<file path="config.mk">
export PLATFORM = sky130hd
export DESIGN_NAME = acpr_ram
export DESIGN_NICKNAME = d
export VERILOG_FILES = /design/src/hdl/acpr_ram.sv
export SDC_FILE = /design/constraint.sdc
export NUM_CORES = 2
export LEC_CHECK = 0
export ABC_AREA = 1
export ABC_CLOCK_PERIOD_IN_PS = 3700
export BUFFER_PORTS_ARGS = -buffer_cell sky130_fd_sc_hd__buf_2
export CAP_MARGIN = 20
export CORE_AREA = 2 2 531 533
export DETAILED_ROUTE_END_ITERATION = 8
export DIE_AREA = 0 0 533 535
export GPL_TIMING_DRIVEN = 1
export PLACE_DENSITY = 0.41
export SYNTH_ARGS = -nofsm -noshare
export SYNTH_HDL_FRONTEND = slang
export SYNTH_SLANG_ARGS = --single-unit
</file>
<file path="constraint.sdc">
create_clock -name clk -period 3.7 [get_ports clk]
set_clock_uncertainty 0.05 [all_clocks]
set_input_delay 0.74 -clock clk [delete_from_list [all_inputs] [get_ports clk]]
set_output_delay 0.74 -clock clk [all_outputs]
set_load 0.05 [all_outputs]
</file>
<file path="src/hdl/acpr_ram.sv">
// ----------------------------------------------------------------------------
// acpr_ram
// Generic single-write, single-read RAM with registered read data.
// ----------------------------------------------------------------------------
module acpr_ram #(
  parameter int WIDTH = 8,
  parameter int DEPTH = 256
) (
  input  logic                     clk,
  input  logic                     we,
  input  logic [$clog2(DEPTH)-1:0] waddr,
  input  logic [WIDTH-1:0]         wdata,
  input  logic                     re,
  input  logic [$clog2(DEPTH)-1:0] raddr,
  output logic [WIDTH-1:0]         rdata
);

  logic [WIDTH-1:0] mem [DEPTH];

  always_ff @(posedge clk) begin
    if (we) begin
      mem[waddr] <= wdata;
    end
    if (re) begin
      rdata <= mem[raddr];
    end
  end

endmodule

</file>
==> results.py <==
metrics = {
    "yosys": {
        "synth_top_area_share": 0.7396,
        "yosys.area.top_type": "edfxtp_1",
        "yosys_warnings": 0,
        "yosysSeqAreaShare": 0.7396,
        "ys_types": 13,
        "yosys_register_bits": 2056,
        "syn_area_per_cell_sq_um": 11.92,
        "syn_inst": 7003,
        "synth_nets": 7030,
        "synth_area_leaders": "edfxtp_1, nand3_1, nand2_1",
        "netlist_area_sq_um": 83480,
    },
    "clocking": {
        "post_cts_buffers": 0,
        "clk_latency_ns": 0.91,
        "cts.sinks": 2056,
        "cts_root_buffer": "clkbuf_16",
        "clk_path_buf_depth": 4,
        "cts_resized": 0,
        "numCtsBuffers": 233,
        "h-tree-depth": 4,
        "clk_pin_slew_ns": 0.06,
        "hold_buffers": 0,
        "cts_tree": "built",
    },
    "timing": {
        "hold_viol": 0,
        "rsz0062_at_grt": "false",
        "setup_viol": 0,
        "period_minus_slack_ns": 2.642,
        "hold_ws_ns": 0.2161,
        "fin_crit_sh": 0.7142,
        "fin_setup_tns_ns": 0,
        "setup_ws_ns": 1.058,
        "fmax_ghz": 0.3784,
        "drv_slew": 0,
        "tightest_slew_ns": 1.036,
        "slew_headroom": 0.3067,
    },
    "route": {
        "drc": 0,
        "drtAntennaViolNets": 0,
        "dr.pass1.iters": 6,
        "viasPerCell": 4.914,
        "finalWirelength_um": 278200,
        "num_vias": 55200,
        "drtIter0Drc": 5241,
        "wl_per_cell_um": 24.77,
    },
    "flow_run": {
        "max-cap-violations": 0,
    },
    "critical_path": {
        "path_cells": "buf_8 > inv_8 > buf_4 > buf_12 > nand3_1 > nand3_1 > nand3_1 > nand3_1 > nand3_1 > nand3_1 > nand2_1 > nand2_1 > nand2_1",
        "cp-start-kind": "input port",
        "cp_slowest_stage_delay_ns": 0.35,
        "endpoint_kind": "flip-flop",
        "crit_required_ns": 4.30,
        "crit_family": "simple AND/OR/NAND/NOR gates",
        "critical_path_buf_inv_count": 4,
        "critPathKind": "input port to flip-flop",
        "worstPathMaxFanout": 65,
        "cp_slowest_cell": "buf_4",
        "arrival_ns": 3.24,
        "crit_top_cell": "nand3_1",
    },
    "final_layout": {
        "nets": 7344,
        "regArea_sq_um": 61740,
        "multi_input_area_sq_um": 19170,
        "utilization": 0.3521,
        "syn_to_final_growth_pct": 17.63,
        "design_area_sq_um": 98190,
        "fillCellCount": 27460,
        "drive_gt1_frac": 0.1170,
    },
    "global_route": {
        "grt_max_degree": 105,
        "antenna_found_initial": 24,
        "grt_overflow": 0,
        "grtUsageTotal": 0.1908,
        "grt_pass1_vias": 53640,
        "grt_pass1_wl_um": 399300,
    },
    "placement": {
        "place.gp.congestion": 0.8120,
        "place_area_sq_um": 91190,
        "io_buffers": 34,
        "dp_hpwl_um": 169300,
        "dp_slack_ns": 0.09911,
    },
    "floorplan": {
        "dieArea_sq_um": 285200,
        "rows": 194,
        "die_w_um": 533,
        "ioPinCount": 35,
        "chipHeight_um": 535,
        "core_area_sq_um": 278900,
        "initial_core_util": 0.2993,
    },
    "min_path": {
        "min_path_type": "input port to flip-flop",
    },
    "pwr": {
        "ir_drop_mv": 0.3579,
        "leakage_nw": 34.28,
        "power_density_nw_per_um2": 517.7,
    },
    "run_status": {
        "status": "finished, final reports clean",
    },
}
power breakdown:
group          internal, mW  switching [mW]  leakage, nW  total [mW]
clock network          12.3            9.41         3.42        21.7
registers              25.7          0.0313         18.5        25.7
logic                 0.892            2.50         12.4        3.39
total                  38.9            11.9         34.3        50.8
metrics by stage:
step / total power [mW] / std cells
floorplan: 27.81 / 7003
global placement: 29.64 / 10810
detailed placement: 29.64 / 10810
CTS: 51.45 / 11230
global route: 52.48 / 11230
finish: 50.83 / 11230
per-layer routing:
layer	vias to the layer above	share of wire	track usage
met5	-	0	0
met4	0	0.025	0.05192
met3	340	0.047	0.02325
met2	1365	0.47	0.3066
met1	27950	0.46	0.2716
li1	25540	-	-
cells in the final DEF, fill, tap and decap left out:
cell type / count
buf_6: 2
clkinv_8: 1
buf_2: 21
buf_4: 434
diode_2: 7
inv_6: 7
buf_12: 94
nand2_1: 2108
nand3_1: 2019
clkbuf_1: 63
inv_16: 2
buf_8: 11
edfxtp_1: 2056
clkinv_4: 2
inv_8: 2
inv_2: 1
clkinv_1: 62
nor2_1: 283
clkbuf_16: 236
clkinv_2: 37
bufinv_16: 10
clkinvlp_4: 3
nand2_2: 15
inv_1: 34
final timing paths:
| kind | start | end | slack (ns) | cells after the start |
|---|---|---|---|---|
| max | raddr[1] | rdata[7] | 1.06 | 13 |
| min | wdata[7] | mem[171][7] | 0.22 | 1 |
| max reg2reg | mem[3][5] | rdata[5] | 1.37 | 10 |
| min reg2reg | mem[91][7] | rdata[7] | 1.00 | 10 |
synth_stat cells:
library cell	number
inv_1	36
buf_4	46
nand2_1	2123
inv_2	2
inv_4	1
edfxtp_1	2056
buf_6	16
nand3_1	2019
buf_1	40
nor2_1	283
buf_8	1
buf_2	268
clkbuf_1	112
registers in the layout (all words and copies together), names as in the netlist:
signal	flops
mem	2048
rdata	8
worst reg2reg max path: cells and delay by family, from the launching register on:
kind	cells	cell delay [ns]
flip-flops	1	0.36
AND/OR/NAND/NOR	10	1.67
kinds of logic after synthesis:
| kind of cell | count (synthesis) | share of synthesized area |
|---|---|---|
| DFF | 2056 | 0.7396 |
| and+or+nand+nor | 4425 | 0.2292 |
| buffers and inverters | 522 | 0.03116 |
final cells by class:
type                       count  share of cell area
tap                         3724             0.04745
multi-input combinational   4425              0.1953
timing repair buffer         562             0.05533
inverter                      39            0.001860
clock inverter               122            0.008626
sequential                  2056              0.6287
antenna                        7           0.0001784
clock buffer                 299             0.06255
Note: power is estimated with default switching activity, not from simulation.
