==> config.mk <==
export PLATFORM = sky130hd
export DESIGN_NAME = acpr_emit
export DESIGN_NICKNAME = d
export VERILOG_FILES = /design/src/hdl/acpr_pkg.sv /design/src/hdl/acpr_emit.sv
export SDC_FILE = /design/constraint.sdc
export NUM_CORES = 1
export LEC_CHECK = 0
export ABC_AREA = 1
export BUFFER_PORTS_ARGS = -buffer_cell sky130_fd_sc_hd__buf_2
export CAP_MARGIN = 20
export CORE_ASPECT_RATIO = 0.5
export CORE_MARGIN = 10
export CORE_UTILIZATION = 30
export DETAILED_ROUTE_END_ITERATION = 8
export PLACE_DENSITY = 0.55
export SETUP_SLACK_MARGIN = 0.15
export SLEW_MARGIN = 20
export SYNTH_ARGS = -nofsm -noshare
export SYNTH_HDL_FRONTEND = slang
export SYNTH_SLANG_ARGS = --single-unit
==> constraint.sdc <==
create_clock -name clk -period 1.4 [get_ports clk]
set_clock_uncertainty 0.15 [all_clocks]
set_input_delay 0.07 -clock clk [delete_from_list [all_inputs] [get_ports clk]]
set_output_delay 0.07 -clock clk [all_outputs]
set_load 0.005 [all_outputs]
==> src/hdl/acpr_pkg.sv <==
// ----------------------------------------------------------------------------
// acpr_pkg
// Shared types and constants for the attribute cell pixel renderer.
// ----------------------------------------------------------------------------
package acpr_pkg;

  // picture geometry
  localparam int BMP_DEPTH     = 6144;
  localparam int ATTR_DEPTH    = 768;
  localparam int BMP_AW        = $clog2(BMP_DEPTH);
  localparam int ATTR_AW       = $clog2(ATTR_DEPTH);
  localparam int PICTURE_LINES = 192;
  localparam int LEFT_EDGE     = 32;

  // field widths
  localparam int LINE_W   = 8;
  localparam int COL_W    = 5;
  localparam int BYTE_W   = 8;
  localparam int X_W      = 9;
  localparam int Y_W      = 8;
  localparam int CLR_W    = 4;
  localparam int BORDER_W = 5;
  localparam int FLASH_W  = 5;
  localparam int PIX_CNT_W = 3;

  localparam int S_DATA_W = 32;  // line, column, pixel, attribute (29 bits used)
  localparam int M_DATA_W = 24;  // screen_x, screen_y, colour (21 bits used)

  // item kinds on s_tuser
  localparam logic REQ_TICK = 1'b0;
  localparam logic REQ_CELL = 1'b1;

  // configuration register indexes
  localparam int CFG_IDX_W = 2;
  localparam logic [CFG_IDX_W-1:0] CFG_FULL_REDRAW = 2'd0;
  localparam logic [CFG_IDX_W-1:0] CFG_BORDER_ROWS = 2'd1;
  localparam logic [BORDER_W-1:0]  BORDER_RESET    = 5'd4;

  // one cell handed to the pixel emitter
  typedef struct packed {
    logic [BYTE_W-1:0] pix;
    logic [CLR_W-1:0]  ink;
    logic [CLR_W-1:0]  paper;
    logic [COL_W-1:0]  column;
    logic [Y_W-1:0]    sy;
  } emit_cell_t;

endpackage

==> src/hdl/acpr_emit.sv <==
// ----------------------------------------------------------------------------
// acpr_emit
// Pixel emitter: streams the eight pixels of one cell, one item per cycle while m_tready is high.
// ----------------------------------------------------------------------------
module acpr_emit
  import acpr_pkg::*;
(
  input  logic                clk,
  input  logic                rst,
  input  emit_cell_t          cell_in,
  input  logic                load,
  output logic                can_load,
  output logic                m_tvalid,
  input  logic                m_tready,
  output logic [M_DATA_W-1:0] m_tdata,   // screen_x[8:0], screen_y[16:9], colour[20:17]
  output logic                m_tlast
);

  logic                 busy;
  logic [PIX_CNT_W-1:0] cnt;
  logic [BYTE_W-1:0]    pix;
  logic [CLR_W-1:0]     ink;
  logic [CLR_W-1:0]     paper;
  logic [COL_W-1:0]     column;
  logic [Y_W-1:0]       sy;
  logic                 at_last;
  logic [X_W-1:0]       sx;
  logic [CLR_W-1:0]     colour;

  assign at_last  = (cnt == {PIX_CNT_W{1'b1}});
  assign can_load = !busy || (m_tready && at_last);

  always_ff @(posedge clk) begin
    if (rst) begin
      busy <= 1'b0;
      cnt  <= '0;
    end else if (load) begin
      busy <= 1'b1;
      cnt  <= '0;
    end else if (busy && m_tready) begin
      cnt <= cnt + 1'b1;
      if (at_last) begin
        busy <= 1'b0;
      end
    end
  end

  // payload, no reset needed
  always_ff @(posedge clk) begin
    if (load) begin
      pix    <= cell_in.pix;
      ink    <= cell_in.ink;
      paper  <= cell_in.paper;
      column <= cell_in.column;
      sy     <= cell_in.sy;
    end else if (busy && m_tready) begin
      pix <= {pix[BYTE_W-2:0], 1'b0};
    end
  end

  assign sx       = X_W'(LEFT_EDGE) + X_W'({column, cnt});
  assign colour   = pix[BYTE_W-1] ? ink : paper;
  assign m_tvalid = busy;
  assign m_tlast  = at_last;
  assign m_tdata  = {{(M_DATA_W - X_W - Y_W - CLR_W){1'b0}}, colour, sy, sx};

`ifndef NO_ASSERTIONS
  // a cell finishes only after its eighth pixel was taken
  assert property (@(posedge clk) disable iff (rst)
    $fell(busy) |-> $past(m_tready) && $past(cnt) == {PIX_CNT_W{1'b1}})
    else $error("emitter dropped a cell early");

  // a new cell never overwrites one whose pixels are still pending
  assert property (@(posedge clk) disable iff (rst)
    load && busy |-> m_tready && at_last)
    else $error("emitter loaded over a pending cell");

  // the pixel counter moves only when an item leaves
  assert property (@(posedge clk) disable iff (rst)
    busy && !m_tready && !load |=> $stable(cnt))
    else $error("pixel counter moved under stall");
`endif

endmodule

==> out/results.ini <==
[routing]
drcViolationCount = 0
drt-vias-per-instance = 4.04
routed_wl_um = 3180
ant_nets = 0
drtPass1Iterations = 4
vias = 1018
wl_per_cell_um = 12.6
dr.first_iter.drc_count = 23

[timing]
grt_setup_unrepaired = true
fin_hold_ws_ns = 0.0272
fin_crit_ns = 1.39
period_share = 0.995
report.final.slew_viol_count = 0
setup_viol = 0
fmax_mhz = 718
setup_tns_ns = 0
hold_violations = 0
fin_ws_ns = 0.00697

[critical_path]
critPathRequiredTime_ns = 1.18
path_class = reg -> out
worst_ep_arrival_time_ns = 1.17
crit_fanout = 2
end_kind = output pin
cp-start-kind = flip-flop

[finish]
n_fill_cell = 386
antennaDiodeCount = 0
nets = 233
drive_above_1_share = 0.394
seqCellArea_um2 = 953
syn_to_final_growth_pct = 63.2
multi_input_area_um2 = 318

[global_routing]
grt_antenna_before_repair = 0
grt_max_degree = 27
grt_overflow = 0
grt_util_all_layers = 0.0845
grt_first_pass_wirelength_um = 5060
grt_pass1_vias = 1095

[worst_hold_path]
hold_path.class = in -> reg

[placement]
place_ws_ns = 0.136
dp.final_hpwl_um = 2280
io_buffers = 56
gp_congestion = 0.650

[pwr]
cellLeakagePower_nw = 0.962
power.total_w = 0.00215
powerDensity_nw_per_um2 = 1020
vdd_drop_max_uv = 368

[synth]
avgSynthCellArea_um2 = 12.5
synth_seq_cells = 33
yosysTopAreaCellShare = 0.675
ys_types = 16
syn-cell-area_um2 = 1290
synth-edff-count = 29
seq_area_frac_synth = 0.737
async_flop_share = 0
yosysTopAreaCell = edfxtp_1
dominantRegCellSynth = edfxtp_1
syn_inst = 103
yosysWarnings = 0
ys_top_cells_by_area = edfxtp_1 (68%), nand2_1 (10%), dfxtp_1 (6.2%), buf_4 (2.9%), ha_1 (2.9%)

[cts]
cts.sinks = 33
clk_pin_slew_worst_paths_ns = 0.07
cts_buffers = 5
cts_tree = done
root_buffer = clkbuf_8
clk_latency_ns = 0.28
h-tree-depth = 2
cts_max_path_buffers = 2

[floorplan]
ios = 60
die-area_um2 = 7480
initial_core_util = 0.321
core_um2 = 4020
die_y_um = 66.4
die_w_um = 113
rows = 16

[run]
cap_viol_max_count = 0

[status]
status = finished clean

## layout by cell type (no fill, tap or decap), drive strengths merged
cell,Yosys,routed
nor2,7,7
clkbuf,0,5
nand3,1,1
nand2,36,36
ha,3,3
a21oi,2,2
o21ai,4,4
inv,9,9
edfxtp,29,29
dlygate4sd3,0,31
clkinv,0,3
xor2,1,1
conb,1,3
dfxtp,4,4
buf,6,60
## flip-flops by register name, indices dropped and copies added, names as in the netlist
name / flops
cnt: 3
column: 5
ink: 4
m_tvalid: 1
paper: 4
pix: 8
sy: 8
## path summary, 6_finish.rpt
| kind | start | to | slack, ns | cells after the start |
|---|---|---|---|---|
| worst max-delay path | cnt[0] | can_load | 0.007 | 5 |
| worst min-delay path | load | cnt[0] | 0.03 | 4 |
| worst max register to register | m_tvalid | pix[5] | 0.25 | 2 |
| worst min register to register | pix[3] | pix[4] | 0.37 | 2 |
## critical path: stages (launching register included)
cell     delay, ns
dfxtp_2       0.34
ha_4          0.16
ha_4          0.15
nand2_2       0.05
nand2_2       0.07
buf_6         0.12
## final cells by class
type,instances,share of cell area
Clock buffer,5,0.0327
Inverter,9,0.0160
Sequential cell,33,0.453
Clock inverter,3,0.00594
Timing Repair Buffer,91,0.310
Tap cell,54,0.0321
Multi-Input combinational cell,57,0.151
## routing by layer
layer / GRT usage / part of all wire / vias to the layer above
met5: 0 / 0 / -
met4: 0.0377 / 0.019 / 0
met3: 0.0299 / 0.047 / 6
met2: 0.166 / 0.56 / 25
met1: 0.0789 / 0.37 / 469
li1: - / - / 518
## power breakdown
group / switching [W] / internal (W) / leakage, nW / total (W)
sequential: 0.0000335 / 0.00116 / 0.320 / 0.00119
clock: 0.000331 / 0.000334 / 0.0430 / 0.000665
combinational: 0.000123 / 0.000172 / 0.599 / 0.000295
total: 0.000487 / 0.00166 / 0.962 / 0.00215
## synthesized netlist by cell type (2+ instances only)
cell	number
nand2_1	35
edfxtp_1	29
inv_1	8
nor2_1	6
buf_4	5
dfxtp_1	4
o21ai_0	4
ha_1	3
a21oi_1	2
## logic make-up (layout without fill, tap and decap cells)
group                      after synthesis  count (layout)  synth area share
AOI/OAI and AO/OA                        6               6            0.0233
xor gates and xnor gates                 1               1           0.00679
adders and majority gates                3               3            0.0291
buffers and inverters                   15             108            0.0640
DFF                                     33              33             0.737
other                                    1               3           0.00291
and+or+nand+nor                         44              44             0.137
## what timing repair did
item,CTS,global route
setup endpoints to repair,16,16
buffers inserted,2,1
endpoints found under the hold margin,33,0
gates resized for setup,14,6
pin swaps,7,3
hold buffers,31,0
## stage by stage
stage	cells	utilization	instance area, µm²
finish	252	0.523	2110
global route	252	0.523	2110
CTS	251	0.512	2060
detailed placement	210	0.402	1620
global placement	210	0.402	1620
floorplan	105	-	1300
No activity file was read; power rests on OpenSTA's default activity.
